**src/sv/rpwc_pkg.sv**
```systemverilog
// ----------------------------------------------------------------------------
// rpwc_pkg
// Shared constants, types and helpers of the RC pulse width capture block.
// ----------------------------------------------------------------------------
package rpwc_pkg;

  // block configuration
  localparam int CHANNELS       = 6;
  localparam int TICKS_PER_UNIT = 800;
  localparam int AVERAGE_LENGTH = 5;

  // field widths
  localparam int CHAN_W      = 3;
  localparam int TS_W        = 24;
  localparam int VAL_W       = 8;
  localparam int SUM_W       = 11;
  localparam int CNT_W       = 3;
  localparam int MASK_W      = 6;
  localparam int CFG_INDEX_W = 3;
  localparam int CFG_DATA_W  = 24;

  localparam int CH_W = (CHANNELS > 1) ? $clog2(CHANNELS) : 1;

  localparam logic [TS_W-1:0]  TS_MAX  = {TS_W{1'b1}};
  localparam logic [VAL_W-1:0] VAL_MAX = {VAL_W{1'b1}};

  // register reset values
  localparam logic [TS_W-1:0]   NARROW_LOW_RST   = TS_W'(79998);
  localparam logic [TS_W-1:0]   NARROW_HIGH_RST  = TS_W'(160002);
  localparam logic [TS_W-1:0]   WIDE_LOW_RST     = TS_W'(71998);
  localparam logic [TS_W-1:0]   WIDE_HIGH_RST    = TS_W'(200002);
  localparam logic [MASK_W-1:0] WIDE_MASK_RST    = MASK_W'(12);
  localparam logic [MASK_W-1:0] AVERAGE_MASK_RST = MASK_W'(58);

  // exact division by reciprocal: floor(n / d) = (n * ceil(2^(N+l) / d)) >> (N+l)
  localparam int T_SHIFT   = TS_W + $clog2(TICKS_PER_UNIT);
  localparam int T_RECIP_W = TS_W + 2;
  localparam longint unsigned T_RECIP_L =
    ((64'd1 << T_SHIFT) + 64'(TICKS_PER_UNIT) - 64'd1) / 64'(TICKS_PER_UNIT);
  localparam logic [T_RECIP_W-1:0] T_RECIP = T_RECIP_W'(T_RECIP_L);
  localparam int T_PROD_W  = TS_W + T_RECIP_W;

  localparam int A_SHIFT   = SUM_W + $clog2(AVERAGE_LENGTH);
  localparam int A_RECIP_W = SUM_W + 2;
  localparam longint unsigned A_RECIP_L =
    ((64'd1 << A_SHIFT) + 64'(AVERAGE_LENGTH) - 64'd1) / 64'(AVERAGE_LENGTH);
  localparam logic [A_RECIP_W-1:0] A_RECIP = A_RECIP_W'(A_RECIP_L);
  localparam int A_PROD_W  = SUM_W + A_RECIP_W;

  // items in flight inside the datapath, and the result queue sized to cover them
  localparam int PIPE_STAGES = 6;
  localparam int QUEUE_DEPTH = PIPE_STAGES + 2;
  localparam int QPTR_W      = $clog2(QUEUE_DEPTH);
  localparam int QCNT_W      = $clog2(QUEUE_DEPTH + 1);

  typedef enum logic [CFG_INDEX_W-1:0] {
    CFG_NARROW_LOW   = 3'd0,
    CFG_NARROW_HIGH  = 3'd1,
    CFG_WIDE_LOW     = 3'd2,
    CFG_WIDE_HIGH    = 3'd3,
    CFG_WIDE_MASK    = 3'd4,
    CFG_AVERAGE_MASK = 3'd5
  } cfg_index_t;

  typedef struct packed {
    logic [TS_W-1:0]   narrow_low;
    logic [TS_W-1:0]   narrow_high;
    logic [TS_W-1:0]   wide_low;
    logic [TS_W-1:0]   wide_high;
    logic [MASK_W-1:0] wide_mask;
    logic [MASK_W-1:0] average_mask;
  } cfg_t;

  typedef struct packed {
    logic              valid;
    logic [CHAN_W-1:0] channel;
    logic [TS_W-1:0]   width;
    logic              average;
  } width_item_t;

  typedef struct packed {
    logic              valid;
    logic [CHAN_W-1:0] channel;
    logic [VAL_W-1:0]  value;
  } result_t;

  typedef struct packed {
    logic take;
    logic edge_drop;
    logic scale_drop;
  } credit_t;

  // channels past the mask width read their bit as zero
  function automatic logic mask_bit(logic [MASK_W-1:0] mask, logic [CHAN_W-1:0] ch);
    logic bit_val;
    bit_val = 1'b0;
    if (int'(ch) < MASK_W) begin
      bit_val = mask[ch];
    end
    return bit_val;
  endfunction

endpackage

```
**src/sv/rpwc_if.sv**
```systemverilog
// ----------------------------------------------------------------------------
// rpwc interfaces
// Valid/ready channels for capture events, results and register writes.
// ----------------------------------------------------------------------------
interface rpwc_evt_if;
  import rpwc_pkg::*;
  logic              valid;
  logic              ready;
  logic [CHAN_W-1:0] channel;
  logic [TS_W-1:0]   timestamp;
  modport source (output valid, channel, timestamp, input ready);
  modport sink   (input valid, channel, timestamp, output ready);
endinterface

interface rpwc_res_if;
  import rpwc_pkg::*;
  logic              valid;
  logic              ready;
  logic [CHAN_W-1:0] out_channel;
  logic [VAL_W-1:0]  stick_value;
  modport source (output valid, out_channel, stick_value, input ready);
  modport sink   (input valid, out_channel, stick_value, output ready);
endinterface

interface rpwc_cfg_if;
  import rpwc_pkg::*;
  logic                   valid;
  logic                   ready;
  logic [CFG_INDEX_W-1:0] index;
  logic [CFG_DATA_W-1:0]  data;
  modport source (output valid, index, data, input ready);
  modport sink   (input valid, index, data, output ready);
endinterface

```
**src/sv/rpwc_ram.sv**
```systemverilog
// ----------------------------------------------------------------------------
// rpwc_ram
// Generic single write port, single read port RAM with registered read.
// ----------------------------------------------------------------------------
module rpwc_ram #(
  parameter int WIDTH = 8,
  parameter int DEPTH = 8
) (
  input  logic                                   clk,
  input  logic                                   we,
  input  logic [((DEPTH > 1) ? $clog2(DEPTH) : 1)-1:0] waddr,
  input  logic [WIDTH-1:0]                       wdata,
  input  logic [((DEPTH > 1) ? $clog2(DEPTH) : 1)-1:0] raddr,
  output logic [WIDTH-1:0]                       rdata
);
  logic [WIDTH-1:0] mem [DEPTH];

  always_ff @(posedge clk) begin
    if (we) begin
      mem[waddr] <= wdata;
    end
    rdata <= mem[raddr];
  end
endmodule

```
**src/sv/rpwc_edge.sv**
```systemverilog
// ----------------------------------------------------------------------------
// rpwc_edge
// Per-channel edge phase and start time in RAM, width and window check.
// ----------------------------------------------------------------------------
module rpwc_edge (
  input  logic                          clk,
  input  logic                          rst,
  input  logic                          take,
  input  logic [rpwc_pkg::CHAN_W-1:0]   channel,
  input  logic [rpwc_pkg::TS_W-1:0]     timestamp,
  input  rpwc_pkg::cfg_t                cfg_regs,
  output rpwc_pkg::width_item_t         item,
  output logic                          drop
);
  import rpwc_pkg::*;

  typedef struct packed {
    logic            phase;
    logic [TS_W-1:0] start;
  } edge_entry_t;

  logic                       s1_valid;
  logic [CHAN_W-1:0]          s1_channel;
  logic [TS_W-1:0]            s1_ts;
  logic                       s1_seen;
  logic [CHANNELS-1:0]        seen;
  logic                       fwd_valid;
  logic [CH_W-1:0]            fwd_addr;
  edge_entry_t                fwd_entry;
  logic [CH_W-1:0]            rd_addr;
  logic [CH_W-1:0]            s1_addr;
  logic [$bits(edge_entry_t)-1:0] rd_data;
  edge_entry_t                cur;
  edge_entry_t                upd;
  logic [TS_W-1:0]            width;
  logic [TS_W-1:0]            lo;
  logic [TS_W-1:0]            hi;
  logic                       pass;
  logic                       item_valid;
  logic [CHAN_W-1:0]          item_channel;
  logic [TS_W-1:0]            item_width;
  logic                       item_average;

  assign rd_addr = CH_W'(channel);
  assign s1_addr = CH_W'(s1_channel);

  rpwc_ram #(
    .WIDTH ($bits(edge_entry_t)),
    .DEPTH (CHANNELS)
  ) u_ram (
    .clk   (clk),
    .we    (s1_valid),
    .waddr (s1_addr),
    .wdata (upd),
    .raddr (rd_addr),
    .rdata (rd_data)
  );

  always_comb begin
    // last write is not yet visible at the ram read port
    priority if (fwd_valid && fwd_addr == s1_addr) begin
      cur = fwd_entry;
    end else if (s1_seen) begin
      cur = edge_entry_t'(rd_data);
    end else begin
      cur = '0;
    end
    upd.phase = !cur.phase;
    upd.start = cur.phase ? cur.start : s1_ts;
    if (s1_ts > cur.start) begin
      width = s1_ts - cur.start;
    end else begin
      width = TS_MAX - cur.start + s1_ts;
    end
    if (mask_bit(cfg_regs.wide_mask, s1_channel)) begin
      lo = cfg_regs.wide_low;
      hi = cfg_regs.wide_high;
    end else begin
      lo = cfg_regs.narrow_low;
      hi = cfg_regs.narrow_high;
    end
    pass = (width > lo) && (width < hi);
  end

  assign drop = s1_valid && !(cur.phase && pass);

  always_ff @(posedge clk) begin
    if (rst) begin
      s1_valid   <= 1'b0;
      seen       <= '0;
      fwd_valid  <= 1'b0;
      item_valid <= 1'b0;
    end else begin
      s1_valid   <= take;
      fwd_valid  <= s1_valid;
      item_valid <= s1_valid && cur.phase && pass;
      if (s1_valid) begin
        seen[s1_addr] <= 1'b1;
      end
    end
  end

  always_ff @(posedge clk) begin
    s1_channel   <= channel;
    s1_ts        <= timestamp;
    s1_seen      <= seen[rd_addr];
    fwd_addr     <= s1_addr;
    fwd_entry    <= upd;
    item_channel <= s1_channel;
    item_width   <= width;
    item_average <= mask_bit(cfg_regs.average_mask, s1_channel);
  end

  assign item = '{valid: item_valid, channel: item_channel, width: item_width,
                  average: item_average};
endmodule

```
**src/sv/rpwc_scale.sv**
```systemverilog
// ----------------------------------------------------------------------------
// rpwc_scale
// Width to stick value scaling, per-channel averaging with sums in RAM.
// ----------------------------------------------------------------------------
module rpwc_scale (
  input  logic                  clk,
  input  logic                  rst,
  input  rpwc_pkg::width_item_t item,
  output rpwc_pkg::result_t     result,
  output logic                  drop
);
  import rpwc_pkg::*;

  typedef struct packed {
    logic [SUM_W-1:0] sum;
    logic [CNT_W-1:0] count;
  } avg_entry_t;

  // product stage, also issues the sum read
  logic                 p_valid;
  logic [CHAN_W-1:0]    p_channel;
  logic                 p_average;
  logic [T_PROD_W-1:0]  p_prod;
  // read-modify-write stage
  logic                 r_valid;
  logic [CHAN_W-1:0]    r_channel;
  logic                 r_average;
  logic [VAL_W-1:0]     r_value;
  logic                 r_seen;
  // mean select stage
  logic                 m_valid;
  logic [CHAN_W-1:0]    m_channel;
  logic                 m_mean;
  logic [SUM_W-1:0]     m_sum;
  logic [VAL_W-1:0]     m_value;
  // mean product stage
  logic                 n_valid;
  logic [CHAN_W-1:0]    n_channel;
  logic                 n_mean;
  logic [VAL_W-1:0]     n_value;
  logic [A_PROD_W-1:0]  n_prod;

  logic [CHANNELS-1:0]  seen;
  logic                 fwd_valid;
  logic [CH_W-1:0]      fwd_addr;
  avg_entry_t           fwd_entry;
  logic [CH_W-1:0]      rd_addr;
  logic [CH_W-1:0]      r_addr;
  logic [$bits(avg_entry_t)-1:0] rd_data;
  logic [TS_W-1:0]      quot;
  logic [VAL_W-1:0]     scaled;
  avg_entry_t           cur;
  avg_entry_t           upd;
  logic [CNT_W:0]       count_inc;
  logic [SUM_W-1:0]     sum_next;
  logic                 done;
  logic                 wr_en;
  logic [SUM_W-1:0]     mean;
  logic [VAL_W-1:0]     mean_value;

  assign rd_addr = CH_W'(p_channel);
  assign r_addr  = CH_W'(r_channel);
  assign wr_en   = r_valid && r_average;

  rpwc_ram #(
    .WIDTH ($bits(avg_entry_t)),
    .DEPTH (CHANNELS)
  ) u_ram (
    .clk   (clk),
    .we    (wr_en),
    .waddr (r_addr),
    .wdata (upd),
    .raddr (rd_addr),
    .rdata (rd_data)
  );

  assign quot   = TS_W'(p_prod >> T_SHIFT);
  assign scaled = (quot > TS_W'(VAL_MAX)) ? VAL_MAX : quot[VAL_W-1:0];

  always_comb begin
    priority if (fwd_valid && fwd_addr == r_addr) begin
      cur = fwd_entry;
    end else if (r_seen) begin
      cur = avg_entry_t'(rd_data);
    end else begin
      cur = '0;
    end
    count_inc = {1'b0, cur.count} + (CNT_W+1)'(1);
    sum_next  = cur.sum + SUM_W'(r_value);
    done      = count_inc >= (CNT_W+1)'(AVERAGE_LENGTH);
    if (done) begin
      upd = '0;
    end else begin
      upd.sum   = sum_next;
      upd.count = count_inc[CNT_W-1:0];
    end
  end

  assign drop = r_valid && r_average && !done;

  always_ff @(posedge clk) begin
    if (rst) begin
      p_valid   <= 1'b0;
      r_valid   <= 1'b0;
      m_valid   <= 1'b0;
      n_valid   <= 1'b0;
      fwd_valid <= 1'b0;
      seen      <= '0;
    end else begin
      p_valid   <= item.valid;
      r_valid   <= p_valid;
      m_valid   <= r_valid && (!r_average || done);
      n_valid   <= m_valid;
      fwd_valid <= wr_en;
      if (wr_en) begin
        seen[r_addr] <= 1'b1;
      end
    end
  end

  always_ff @(posedge clk) begin
    p_channel <= item.channel;
    p_average <= item.average;
    p_prod    <= item.width * T_RECIP;
    r_channel <= p_channel;
    r_average <= p_average;
    r_value   <= scaled;
    r_seen    <= seen[rd_addr];
    fwd_addr  <= r_addr;
    fwd_entry <= upd;
    m_channel <= r_channel;
    m_mean    <= r_average;
    m_sum     <= sum_next;
    m_value   <= r_value;
    n_channel <= m_channel;
    n_mean    <= m_mean;
    n_value   <= m_value;
    n_prod    <= m_sum * A_RECIP;
  end

  assign mean       = SUM_W'(n_prod >> A_SHIFT);
  assign mean_value = (mean > SUM_W'(VAL_MAX)) ? VAL_MAX : mean[VAL_W-1:0];

  assign result = '{valid: n_valid, channel: n_channel,
                    value: n_mean ? mean_value : n_value};
endmodule

```
**src/sv/rpwc_queue.sv**
```systemverilog
// ----------------------------------------------------------------------------
// rpwc_queue
// Result queue with credit count of items still in the datapath.
// ----------------------------------------------------------------------------
module rpwc_queue (
  input  logic              clk,
  input  logic              rst,
  input  rpwc_pkg::credit_t credit,
  input  rpwc_pkg::result_t push,
  output logic              space,
  rpwc_res_if.source        res
);
  import rpwc_pkg::*;

  typedef struct packed {
    logic [CHAN_W-1:0] channel;
    logic [VAL_W-1:0]  value;
  } slot_t;

  slot_t              slots [QUEUE_DEPTH];
  logic [QPTR_W-1:0]  wr_ptr;
  logic [QPTR_W-1:0]  rd_ptr;
  logic [QCNT_W-1:0]  count;
  logic [QCNT_W-1:0]  pending;
  logic [QCNT_W-1:0]  pending_next;
  logic               pop;

  assign pop   = res.valid && res.ready;
  assign space = pending < QCNT_W'(QUEUE_DEPTH);

  // every accepted item holds a credit until it is dropped or its result transfers
  assign pending_next = pending + QCNT_W'(credit.take) - QCNT_W'(credit.edge_drop)
                        - QCNT_W'(credit.scale_drop) - QCNT_W'(pop);

  assign res.valid       = count != '0;
  assign res.out_channel = slots[rd_ptr].channel;
  assign res.stick_value = slots[rd_ptr].value;

  always_ff @(posedge clk) begin
    if (rst) begin
      wr_ptr  <= '0;
      rd_ptr  <= '0;
      count   <= '0;
      pending <= '0;
    end else begin
      pending <= pending_next;
      count   <= count + QCNT_W'(push.valid) - QCNT_W'(pop);
      if (push.valid) begin
        wr_ptr <= (wr_ptr == QPTR_W'(QUEUE_DEPTH - 1)) ? '0 : wr_ptr + QPTR_W'(1);
      end
      if (pop) begin
        rd_ptr <= (rd_ptr == QPTR_W'(QUEUE_DEPTH - 1)) ? '0 : rd_ptr + QPTR_W'(1);
      end
    end
  end

  always_ff @(posedge clk) begin
    if (push.valid) begin
      slots[wr_ptr] <= '{channel: push.channel, value: push.value};
    end
  end

`ifndef SYNTHESIS
  a_credit_bound: assert property (@(posedge clk) disable iff (rst)
    pending <= QCNT_W'(QUEUE_DEPTH))
    else $error("credit count above queue depth");

  a_queue_covered: assert property (@(posedge clk) disable iff (rst)
    count <= pending)
    else $error("queue holds more results than credits");

  a_no_overflow: assert property (@(posedge clk) disable iff (rst)
    push.valid |-> (count < QCNT_W'(QUEUE_DEPTH)) || pop)
    else $error("result pushed into full queue");

  a_take_needs_space: assert property (@(posedge clk) disable iff (rst)
    credit.take |=> pending != '0)
    else $error("accepted item lost its credit");
`endif
endmodule

```
**src/sv/rc_pulse_width_capture_top.sv**
```systemverilog
// ----------------------------------------------------------------------------
// rc_pulse_width_capture_top
// RC receiver pulse width capture with window filter and averaging.
// ----------------------------------------------------------------------------
// evt carries capture edges (channel, timestamp); channels >= 6 are ignored.
// The first edge of a channel latches its start time, the next one measures
// the width, checks it against the narrow or wide window, divides it by the
// tick scale and, for averaging channels, sums five values before reporting
// the mean. res carries one (out_channel, stick_value) per reported pulse.
// cfg writes the window bounds and the two channel masks; it is always ready
// and should be written only while no event is in flight.
// An end edge passes edge stages s1, item and scale stages p, r, m, n before
// its result enters the queue. One event per cycle is taken while there is
// space; each RAM (phase/start, sum/count) is read the cycle before it is
// written, with a bypass of the last write, so same-channel edges may arrive
// back to back. A queue of 8 results sits in front of res. evt.ready falls
// only when 8 accepted events have not yet resolved, so a stalled receiver
// backs up the input after 8 items and nothing is lost.
// Reset clears every channel to awaiting a start edge with zero sum and count
// through per-entry valid bits and loads the default register values.
// ----------------------------------------------------------------------------
module rc_pulse_width_capture_top (
  input  logic        clk,
  input  logic        rst,
  rpwc_evt_if.sink    evt,
  rpwc_res_if.source  res,
  rpwc_cfg_if.sink    cfg
);
  import rpwc_pkg::*;

  cfg_t          cfg_regs;
  credit_t       credit;
  width_item_t   width_item;
  result_t       result;
  logic          space;
  logic          take;
  logic          edge_drop;
  logic          scale_drop;

  assign cfg.ready = 1'b1;
  assign evt.ready = space;
  assign take      = evt.valid && evt.ready && (int'(evt.channel) < CHANNELS);

  always_ff @(posedge clk) begin
    if (rst) begin
      cfg_regs.narrow_low   <= NARROW_LOW_RST;
      cfg_regs.narrow_high  <= NARROW_HIGH_RST;
      cfg_regs.wide_low     <= WIDE_LOW_RST;
      cfg_regs.wide_high    <= WIDE_HIGH_RST;
      cfg_regs.wide_mask    <= WIDE_MASK_RST;
      cfg_regs.average_mask <= AVERAGE_MASK_RST;
    end else if (cfg.valid && cfg.ready) begin
      unique case (cfg_index_t'(cfg.index))
        CFG_NARROW_LOW:   cfg_regs.narrow_low   <= cfg.data[TS_W-1:0];
        CFG_NARROW_HIGH:  cfg_regs.narrow_high  <= cfg.data[TS_W-1:0];
        CFG_WIDE_LOW:     cfg_regs.wide_low     <= cfg.data[TS_W-1:0];
        CFG_WIDE_HIGH:    cfg_regs.wide_high    <= cfg.data[TS_W-1:0];
        CFG_WIDE_MASK:    cfg_regs.wide_mask    <= cfg.data[MASK_W-1:0];
        CFG_AVERAGE_MASK: cfg_regs.average_mask <= cfg.data[MASK_W-1:0];
        default: begin
        end
      endcase
    end
  end

  rpwc_edge u_edge (
    .clk       (clk),
    .rst       (rst),
    .take      (take),
    .channel   (evt.channel),
    .timestamp (evt.timestamp),
    .cfg_regs  (cfg_regs),
    .item      (width_item),
    .drop      (edge_drop)
  );

  rpwc_scale u_scale (
    .clk    (clk),
    .rst    (rst),
    .item   (width_item),
    .result (result),
    .drop   (scale_drop)
  );

  assign credit = '{take: take, edge_drop: edge_drop, scale_drop: scale_drop};

  rpwc_queue u_queue (
    .clk    (clk),
    .rst    (rst),
    .credit (credit),
    .push   (result),
    .space  (space),
    .res    (res)
  );
endmodule
```
**src/flat_wrapper.sv**
```systemverilog
// flat-port wrapper written by rule: the top's interface ports become plain ports
module rc_pulse_width_capture_top_flat import rpwc_pkg::*;
  (clk, rst, evt_valid, evt_channel, evt_timestamp, evt_ready, res_valid, res_out_channel, res_stick_value, res_ready, cfg_valid, cfg_index, cfg_data, cfg_ready);
  rpwc_evt_if evt_i ();
  rpwc_res_if res_i ();
  rpwc_cfg_if cfg_i ();
  input  logic clk;
  input  logic rst;
  input wire logic [$bits(evt_i.valid)-1:0] evt_valid;
  input wire logic [$bits(evt_i.channel)-1:0] evt_channel;
  input wire logic [$bits(evt_i.timestamp)-1:0] evt_timestamp;
  output wire logic [$bits(evt_i.ready)-1:0] evt_ready;
  output wire logic [$bits(res_i.valid)-1:0] res_valid;
  output wire logic [$bits(res_i.out_channel)-1:0] res_out_channel;
  output wire logic [$bits(res_i.stick_value)-1:0] res_stick_value;
  input wire logic [$bits(res_i.ready)-1:0] res_ready;
  input wire logic [$bits(cfg_i.valid)-1:0] cfg_valid;
  input wire logic [$bits(cfg_i.index)-1:0] cfg_index;
  input wire logic [$bits(cfg_i.data)-1:0] cfg_data;
  output wire logic [$bits(cfg_i.ready)-1:0] cfg_ready;
  assign evt_i.valid = evt_valid;
  assign evt_i.channel = evt_channel;
  assign evt_i.timestamp = evt_timestamp;
  assign evt_ready = evt_i.ready;
  assign res_valid = res_i.valid;
  assign res_out_channel = res_i.out_channel;
  assign res_stick_value = res_i.stick_value;
  assign res_i.ready = res_ready;
  assign cfg_i.valid = cfg_valid;
  assign cfg_i.index = cfg_index;
  assign cfg_i.data = cfg_data;
  assign cfg_ready = cfg_i.ready;
  rc_pulse_width_capture_top u_core (.clk(clk), .rst(rst), .evt(evt_i), .res(res_i), .cfg(cfg_i));
endmodule
```
**config.mk**
```make
export PLATFORM = sky130hd
export DESIGN_NAME = rc_pulse_width_capture_top_flat
export DESIGN_NICKNAME = d
export VERILOG_FILES = /design/src/sv/rpwc_pkg.sv /design/src/sv/rpwc_if.sv /design/src/sv/rpwc_ram.sv /design/src/sv/rpwc_edge.sv /design/src/sv/rpwc_scale.sv /design/src/sv/rpwc_queue.sv /design/src/sv/rc_pulse_width_capture_top.sv /design/src/flat_wrapper.sv
export SDC_FILE = /design/constraint.sdc
export NUM_CORES = 2
export LEC_CHECK = 0
export BUFFER_PORTS_ARGS = -buffer_cell sky130_fd_sc_hd__buf_2
export CORE_AREA = 3 3 358 360
export CTS_BUF_LIST = sky130_fd_sc_hd__clkbuf_8
export DETAILED_ROUTE_END_ITERATION = 6
export DIE_AREA = 0 0 361 363
export PLACE_DENSITY = 0.47
export SLEW_MARGIN = 20
export SYNTH_ARGS = -nofsm -noshare
export SYNTH_HDL_FRONTEND = slang
export SYNTH_SLANG_ARGS = --single-unit
export TNS_END_PERCENT = 1
```
**constraint.sdc**
```tcl
create_clock -name clk -period 7.6 [get_ports clk]
set_input_delay 1.52 -clock clk [delete_from_list [all_inputs] [get_ports clk]]
set_output_delay 1.52 -clock clk [all_outputs]
set_load 0.01 [all_outputs]
```
# After elaboration in Yosys (flattened, before gate mapping)
# Memory sizes are Yosys's and may differ from the RTL's. A register that Yosys moved wholly into a read port is not among the register bits.
# Index checks and enable logic that the tools add are counted.
dict set report word_totals {
  ff_bits 361
  word_cells 151
  output_inout_bits 14
  mem_count 3
  ramBits 322
  inputBits 59
}
# name words word_bits read_ports rd_clocked_by_memory_dff write_ports line_no
set memory_table {}
lappend memory_table {u_core.u_edge.u_ram.mem 6 25 1 1 1 rpwc_ram.sv:16} ;# logic [WIDTH-1:0] mem [DEPTH];
lappend memory_table {u_core.u_queue.slots 8 11 1 1 1 rpwc_queue.sv:20} ;# slot_t slots [QUEUE_DEPTH];
lappend memory_table {u_core.u_scale.u_ram.mem 6 14 1 1 1 rpwc_ram.sv:16}
dict set report op_classes {
  mul 2
  addsub 13
  mux 34
  bitwise 2
  magnitude_cmp 15
  n_reduce_logical 28
  eq_ne 9
}
# op count
set ops {}
lappend ops {{$mux W24} 4}
lappend ops {{$mux W25} 2}
lappend ops {{$mul A24 B25 Y49 const B} 1}
lappend ops {{$gt A24 B24 Y1} 2}
lappend ops {{$mux W14} 3}
lappend ops {{$add A24 B24 Y24} 1}
lappend ops {{$lt A24 B24 Y1} 1}
lappend ops {{$sub A24 B24 Y24} 1}
lappend ops {{$sub A24 B24 Y24 const A} 1}
lappend ops {{$mul A11 B12 Y23 const B} 1}
lappend ops {{$lt A3 B4 Y1 const B} 4}
lappend ops {{$mux W8} 2}
lappend ops {{$sub A4 B1 Y4} 4}
lappend ops {{$gt A15 B8 Y1 const B} 1}
lappend ops {{$logic_and A1 B1 Y1} 15}
lappend ops {{$mux W1} 13}
lappend ops {{$bmux W1 S3} 4}
lappend ops {{$eq A3 B3 Y1 const B} 4}
lappend ops {{$mux W3} 4}
lappend ops {{$or A6 B6 Y6} 2}
lappend ops {{$reduce_and A2 Y1} 6}
lappend ops {{$add A11 B8 Y11} 1}
lappend ops {{$gt A9 B8 Y1 const B} 1}
lappend ops {{$add A4 B1 Y4} 2}
lappend ops {{14 further kinds} 23}

# Longest topological paths before layout
dict set report logic_depth {
  depth_word 14
  mapped_depth 41
  ltp_nobuf 39
}

# By module
# A second synthesis with hierarchy kept.
dict set report hier_totals {
  cells_unflattened 3315
  area_unflattened_um2 39581.7
}
# module area_per_inst_um2 n_inst cells_each
set modules_own_cells {}
lappend modules_own_cells {rpwc_scale 14786.7 1 1495}
lappend modules_own_cells {{rpwc_ram (u_core.u_edge.u_ram)} 6404.9 1 329}
lappend modules_own_cells {rpwc_edge 6188.4 1 674}
lappend modules_own_cells {rc_pulse_width_capture_top 4320.4 1 406}
lappend modules_own_cells {rpwc_queue 4269.1 1 222}
lappend modules_own_cells {{rpwc_ram (u_core.u_scale.u_ram)} 3612.2 1 189}

# Least setup slack after synthesis
# No wires, ideal clock.
dict set report synth_timing {
  kind {reg2reg}
  start {reg u_core.u_edge.s1_channel[2] (netlist: u_core.u_edge.s1_addr[2])}
  end {reg u_core.u_queue.pending[3]}
  stages_incl_launch_ff 39
  arrival_ps 8119
  period_less_slack_ps 8247
  path_slack_ps -647
  setup_ps 128
  path_cell_list {dfxtp_1 > buf_4 > xnor2_2 > and4_1 > buf_6 > buf_2 > buf_1 > a21oi_1 > ha_1 > nand3_2 > or3_1 > or4_1 > or3_4 > o31ai_4 > a211oi_1 > o31a_1 > o31ai_2 > a21oi_2 > [... 3 more ...] > a21o_1 > a21o_1 > a21oi_1 > nor2b_1 > o21ai_0 > nand2b_1 > a311oi_1 > a31oi_1 > ha_1 > inv_1 > fa_1 > fa_1 > ha_1 > inv_1 > fa_1 > xnor2_1 > xnor2_1 > nor2_1}
}
dict set report synth_between {
  elab_chain_cells 14
}
# element line_no
set synth_rtl {}
lappend synth_rtl {{start: declaration} rpwc_edge.sv:23} ;# logic [CHAN_W-1:0] s1_channel;
lappend synth_rtl {{start signal: assignment} rpwc_edge.sv:104} ;# s1_channel <= channel;
lappend synth_rtl {{$eq A3 B3 Y1 *} rpwc_edge.sv:61} ;# priority if (fwd_valid && fwd_addr == s1_addr) begin
lappend synth_rtl {{$logic_and A1 B1 Y1 *} rpwc_edge.sv:61}
lappend synth_rtl {{$mux W25 *} rpwc_edge.sv:61}
lappend synth_rtl {{$sub A24 B24 Y24} rpwc_edge.sv:73} ;# width = TS_MAX - cur.start + s1_ts;
lappend synth_rtl {{$add A24 B24 Y24} rpwc_edge.sv:73}
lappend synth_rtl {{$mux W24 *} rpwc_edge.sv:70} ;# if (s1_ts > cur.start) begin
lappend synth_rtl {{net u_core.u_edge.width[17]} rpwc_edge.sv:35} ;# logic [TS_W-1:0] width;
lappend synth_rtl {{$gt A24 B24 Y1 or $lt A24 B24 Y1 (tied branches)} rpwc_edge.sv:82} ;# pass = (width > lo) && (width < hi);
lappend synth_rtl {{$logic_and A1 B1 Y1 *} rpwc_edge.sv:82}
lappend synth_rtl {{$logic_and A1 B1 Y1 *} rpwc_edge.sv:85} ;# assign drop = s1_valid && !(cur.phase && pass);
lappend synth_rtl {{$logic_not A1 Y1 *} rpwc_edge.sv:85}
lappend synth_rtl {{$logic_and A1 B1 Y1 *} rpwc_edge.sv:85}
lappend synth_rtl {{$sub A4 B1 Y4 *} rpwc_queue.sv:32} ;# assign pending_next = pending + QCNT_W'(credit.take) - QCNT_W'(credit.edge_drop)
lappend synth_rtl {{$sub A4 B1 Y4 * (2 in series)} rpwc_queue.sv:33} ;# - QCNT_W'(credit.scale_drop) - QCNT_W'(pop);
lappend synth_rtl {{end signal: assignment} rpwc_queue.sv:46} ;# pending <= pending_next;
lappend synth_rtl {{end: declaration} rpwc_queue.sv:24} ;# logic [QCNT_W-1:0] pending;
# The timed path passes the listed nets; every way through them passes the cells marked *. The select of a mux whose other input is x is not followed.
# A chain may end at the register's enable or synchronous reset.

# Final worst setup path
# Same ends and word-level chain as after synthesis.

==> results.md <==
- Cell area after layout: roughly 44000 um^2
- Yosys warns: 0
- CP startpoint: u_core.u_edge.s1_addr[2]
- Skew final: roughly 0.067 ns
- Period utilization: 105.3%
- First-pass GRT wire length: 148.8 mm
- Vias: ~23000
- Status: complete, but fails checks
- Placed cell areas: between 40000 and 50000 um^2
- # H-tree levels: 3
- CP Buf/Inv Count: 7
- Startpoint Class: flop
- Synth Instances: around 3100
- Slew @ Worst Pin: about 1.1 ns
- Post-synthesis instance area: about 37000 um^2
- Post-route ant nets: 0
- Clock transition at path regs: 0.06 ns
- Post-synth EDFFs: between 300 and 400
- CTS max path bufs: 3
- Wirelength per Cell: around 18 um
- Initial core utilization: between 20% and 30%
- Seq/Total Area, Yosys: 44.85%
- Nets: between 4000 and 5000
- Worst hold path type: reg2reg
- Post-DP HPWL: between 70 and 80 mm
- Most common cell after layout, fill and taps aside: inv_1
- Setup TNS: -0.6650 ns
- CP max stage cell: fa_1
- Post-Route WL: around 95 mm
- Final setup violation count: 2
- Antenna violations before repair: 26
- Violated checks: negative setup slack
- Max_cap viols: 0
- Crit path kind: reg2reg
- Detailed Route Iter0 Violations: 1145
- Fraction of registers with async set/reset: 0%
- Worst Reg2Reg Path Length in Cells: slightly above 40
- Clock latency on the worst-skew pair: between 0.8 and 0.9 ns
- Via/cell ratio: between 4 and 5
- Synth-to-layout area growth: 17.69%
- CP arrival: roughly 8.7 ns
- Vias in the first global route: ~25000
- Mapped Avg Cell Area: ~12 um^2
- Largest net degree at the start of global routing: 55
- Cell Rows: 130
- Delay-heaviest family, CP: compound AO/OA/AOI/OAI gates
- Fmax: 124.9 MHz
- Global route overflow: 0
- GRT Total Usage: between 10% and 20%
- Drt drc: 0
- # IOs: between 70 and 80
- Die W: 361 um
- Tmin final: 8.004 ns
- Pre-Repair DR Iteration Count: 5
- Worst Setup Slack, final: -0.4036 ns
- Commonest cells after routing, fill and taps aside: 435 x inv_1, 407 x ha_1, 347 x dfxtp_1
- Total clock sinks: approximately 680
- Root Buffer: clkbuf_8
- FF-to-FF Start: u_core.u_edge.s1_addr[2]
- Slew Viols, Final: 0
- Final Hold Fails: 0
- # port buffers: about 70
- Hold_buf cts: 0
- Unrepaired setup endpoints after global routing: yes
- Max stage delay on crit path: 0.49 ns
- R2R Setup Slk: -0.40 ns
- Yosys reg bits: a little under 700
- Num CTS Buffers: between 100 and 150
- Final Wtd Congestion: 0.8459
- Crit path max fanout: 13
- Core footprint: approximately 130000 um^2
- Unique masters post-synth: 79
- Fraction of layout cells with a size suffix above 1: between 15 and 20%
- Die area: around 130000 um^2
- Worst EP required: 8.26 ns
- Rel. slew slack: between 20% and 30%
- Synthesized Nets: a little under 4000
- Hold Slack: about 0.29 ns
- Critical path depth: 41
- Worst setup EP type: flop
- Filler Cell Count: ~12000
- CTS tree: built
- RR Endpoint: u_core.u_queue.pending[3]
- Critical Path Sink: u_core.u_queue.pending[3]
- Ys flop type: dfxtp_1
- Die Height: around 360 um
[synthesized netlist by cell type, types with 6 or more instances]
library cell / instances / area [um^2]
a211oi_1: 9 / 67.56
mux2i_1: 104 / 1041
nand3_1: 13 / 65.06
fa_1: 238 / 4765
a41oi_1: 6 / 52.55
xnor2_1: 35 / 306.5
nand2b_1: 20 / 125.1
and3_1: 29 / 181.4
nor3_1: 27 / 135.1
o21a_1: 12 / 90.09
xor2_1: 20 / 175.2
buf_1: 18 / 67.56
nor2b_1: 24 / 150.1
o21ai_0: 38 / 190.2
a31oi_1: 8 / 50.05
nor2_1: 190 / 713.2
clkbuf_1: 72 / 270.3
nand3b_1: 35 / 262.8
and2_1: 17 / 106.4
a21o_1: 42 / 315.3
mux4_2: 63 / 1419
mux2_2: 15 / 168.9
or2_2: 17 / 106.4
nand2_1: 264 / 991.0
edfxtp_1: 322 / 9669
nand4_1: 16 / 100.1
dfxtp_1: 355 / 7107
inv_1: 390 / 1464
o21bai_1: 15 / 112.6
ha_1: 408 / 5105
a21oi_1: 222 / 1111
[logic make-up after synthesis]
logic type	after synthesis	share of synthesized area, %
muxes	182	7.028
and+or+nand+nor	681	8.466
adders and majority gates	647	26.41
other	1	0.01003
AOI/OAI and AO/OA	409	6.740
xor gates and xnor gates	59	1.462
DFF	677	44.85
buffers and inverters	489	5.031
[worst min-delay path by stage]
stage | slack (ns) | cells after the start | start | endpoint
floorplan | 0.31 | 0 | u_core.u_scale.m_mean | u_core.u_scale.n_mean
global placement | 0.31 | 0 | u_core.u_scale.m_mean | u_core.u_scale.n_mean
detailed placement | 0.32 | 0 | u_core.u_scale.m_value[1] | u_core.u_scale.n_value[1]
CTS | 0.28 | 0 | u_core.u_scale.m_value[6] | u_core.u_scale.n_value[6]
global route | 0.30 | 0 | u_core.u_scale.m_value[6] | u_core.u_scale.n_value[6]
finish | 0.29 | 0 | u_core.u_scale.m_value[7] | u_core.u_scale.n_value[7]
[state kept, by name, indices dropped and copies added (netlist names), 8 cells and up, named ones only]
| register | flops |
|---|---|
| u_core.u_edge.u_ram.mem | 150 |
| u_core.cfg_regs | 108 |
| u_core.u_queue.slots | 88 |
| u_core.u_scale.u_ram.mem | 84 |
| u_core.u_edge.fwd_entry | 25 |
| u_core.u_edge.u_ram.rdata | 25 |
| u_core.u_edge.item_width | 24 |
| u_core.u_edge.s1_ts | 24 |
| u_core.u_scale.p_prod | 15 |
| u_core.u_scale.fwd_entry | 14 |
| u_core.u_scale.u_ram.rdata | 14 |
| u_core.u_scale.m_sum | 11 |
| u_core.u_scale.n_prod | 9 |
| u_core.u_scale.m_value | 8 |
| u_core.u_scale.n_value | 8 |
| u_core.u_scale.r_value | 8 |
[layout make-up]
class	count	area (um^2)	share of cell area, %
multi-input combinational	1979	19060	43.29
sequential	677	16790	38.13
timing repair buffer	298	2131	4.840
tap	1650	2064	4.690
clock buffer	126	1734	3.939
inverter	390	1464	3.325
clock inverter	97	759.5	1.725
antenna	10	25.02	0.05685
[layer usage]
metal | wire length (um) | GRT usage [%] | up-vias
met2 | 43860 | 24.14 | 341
met5 | 103 | 0 | -
met1 | 44390 | 19.71 | 11360
li1 | - | - | 11480
met4 | 2006 | 4.100 | 16
met3 | 4747 | 3.478 | 149
[worst register-to-register path: cells and delay by family, from the launching register on]
kind                       cells  cell delay [ns]
AOI/OAI and AO/OA             12             2.13
and+or+nand+nor               11             1.92
adders and majority gates      7             1.90
buffers and inverters          7             0.88
xor gates and xnor gates       4             0.70
DFF                            1             0.34
[through the flow]
| step | worst slack (ns) | cells | utilization, % |
|---|---|---|---|
| detailed placement | -0.7767 | 4987 | 32.93 |
| floorplan | -0.2595 | 3145 | - |
| finish | -0.4036 | 5227 | 35.10 |
| CTS | -0.5332 | 5215 | 35.01 |
| global placement | -0.6335 | 4987 | 32.93 |
| global route | -1.029 | 5219 | 35.09 |
[what timing repair did]
item	CTS	global route
endpoints found under the setup margin	4	7
pin swaps	11	6
setup buffers	5	2
gates resized for setup	23	15
Power is not shown: default switching activity piles up to over one toggle a cycle in this logic, so the estimate is an artifact.
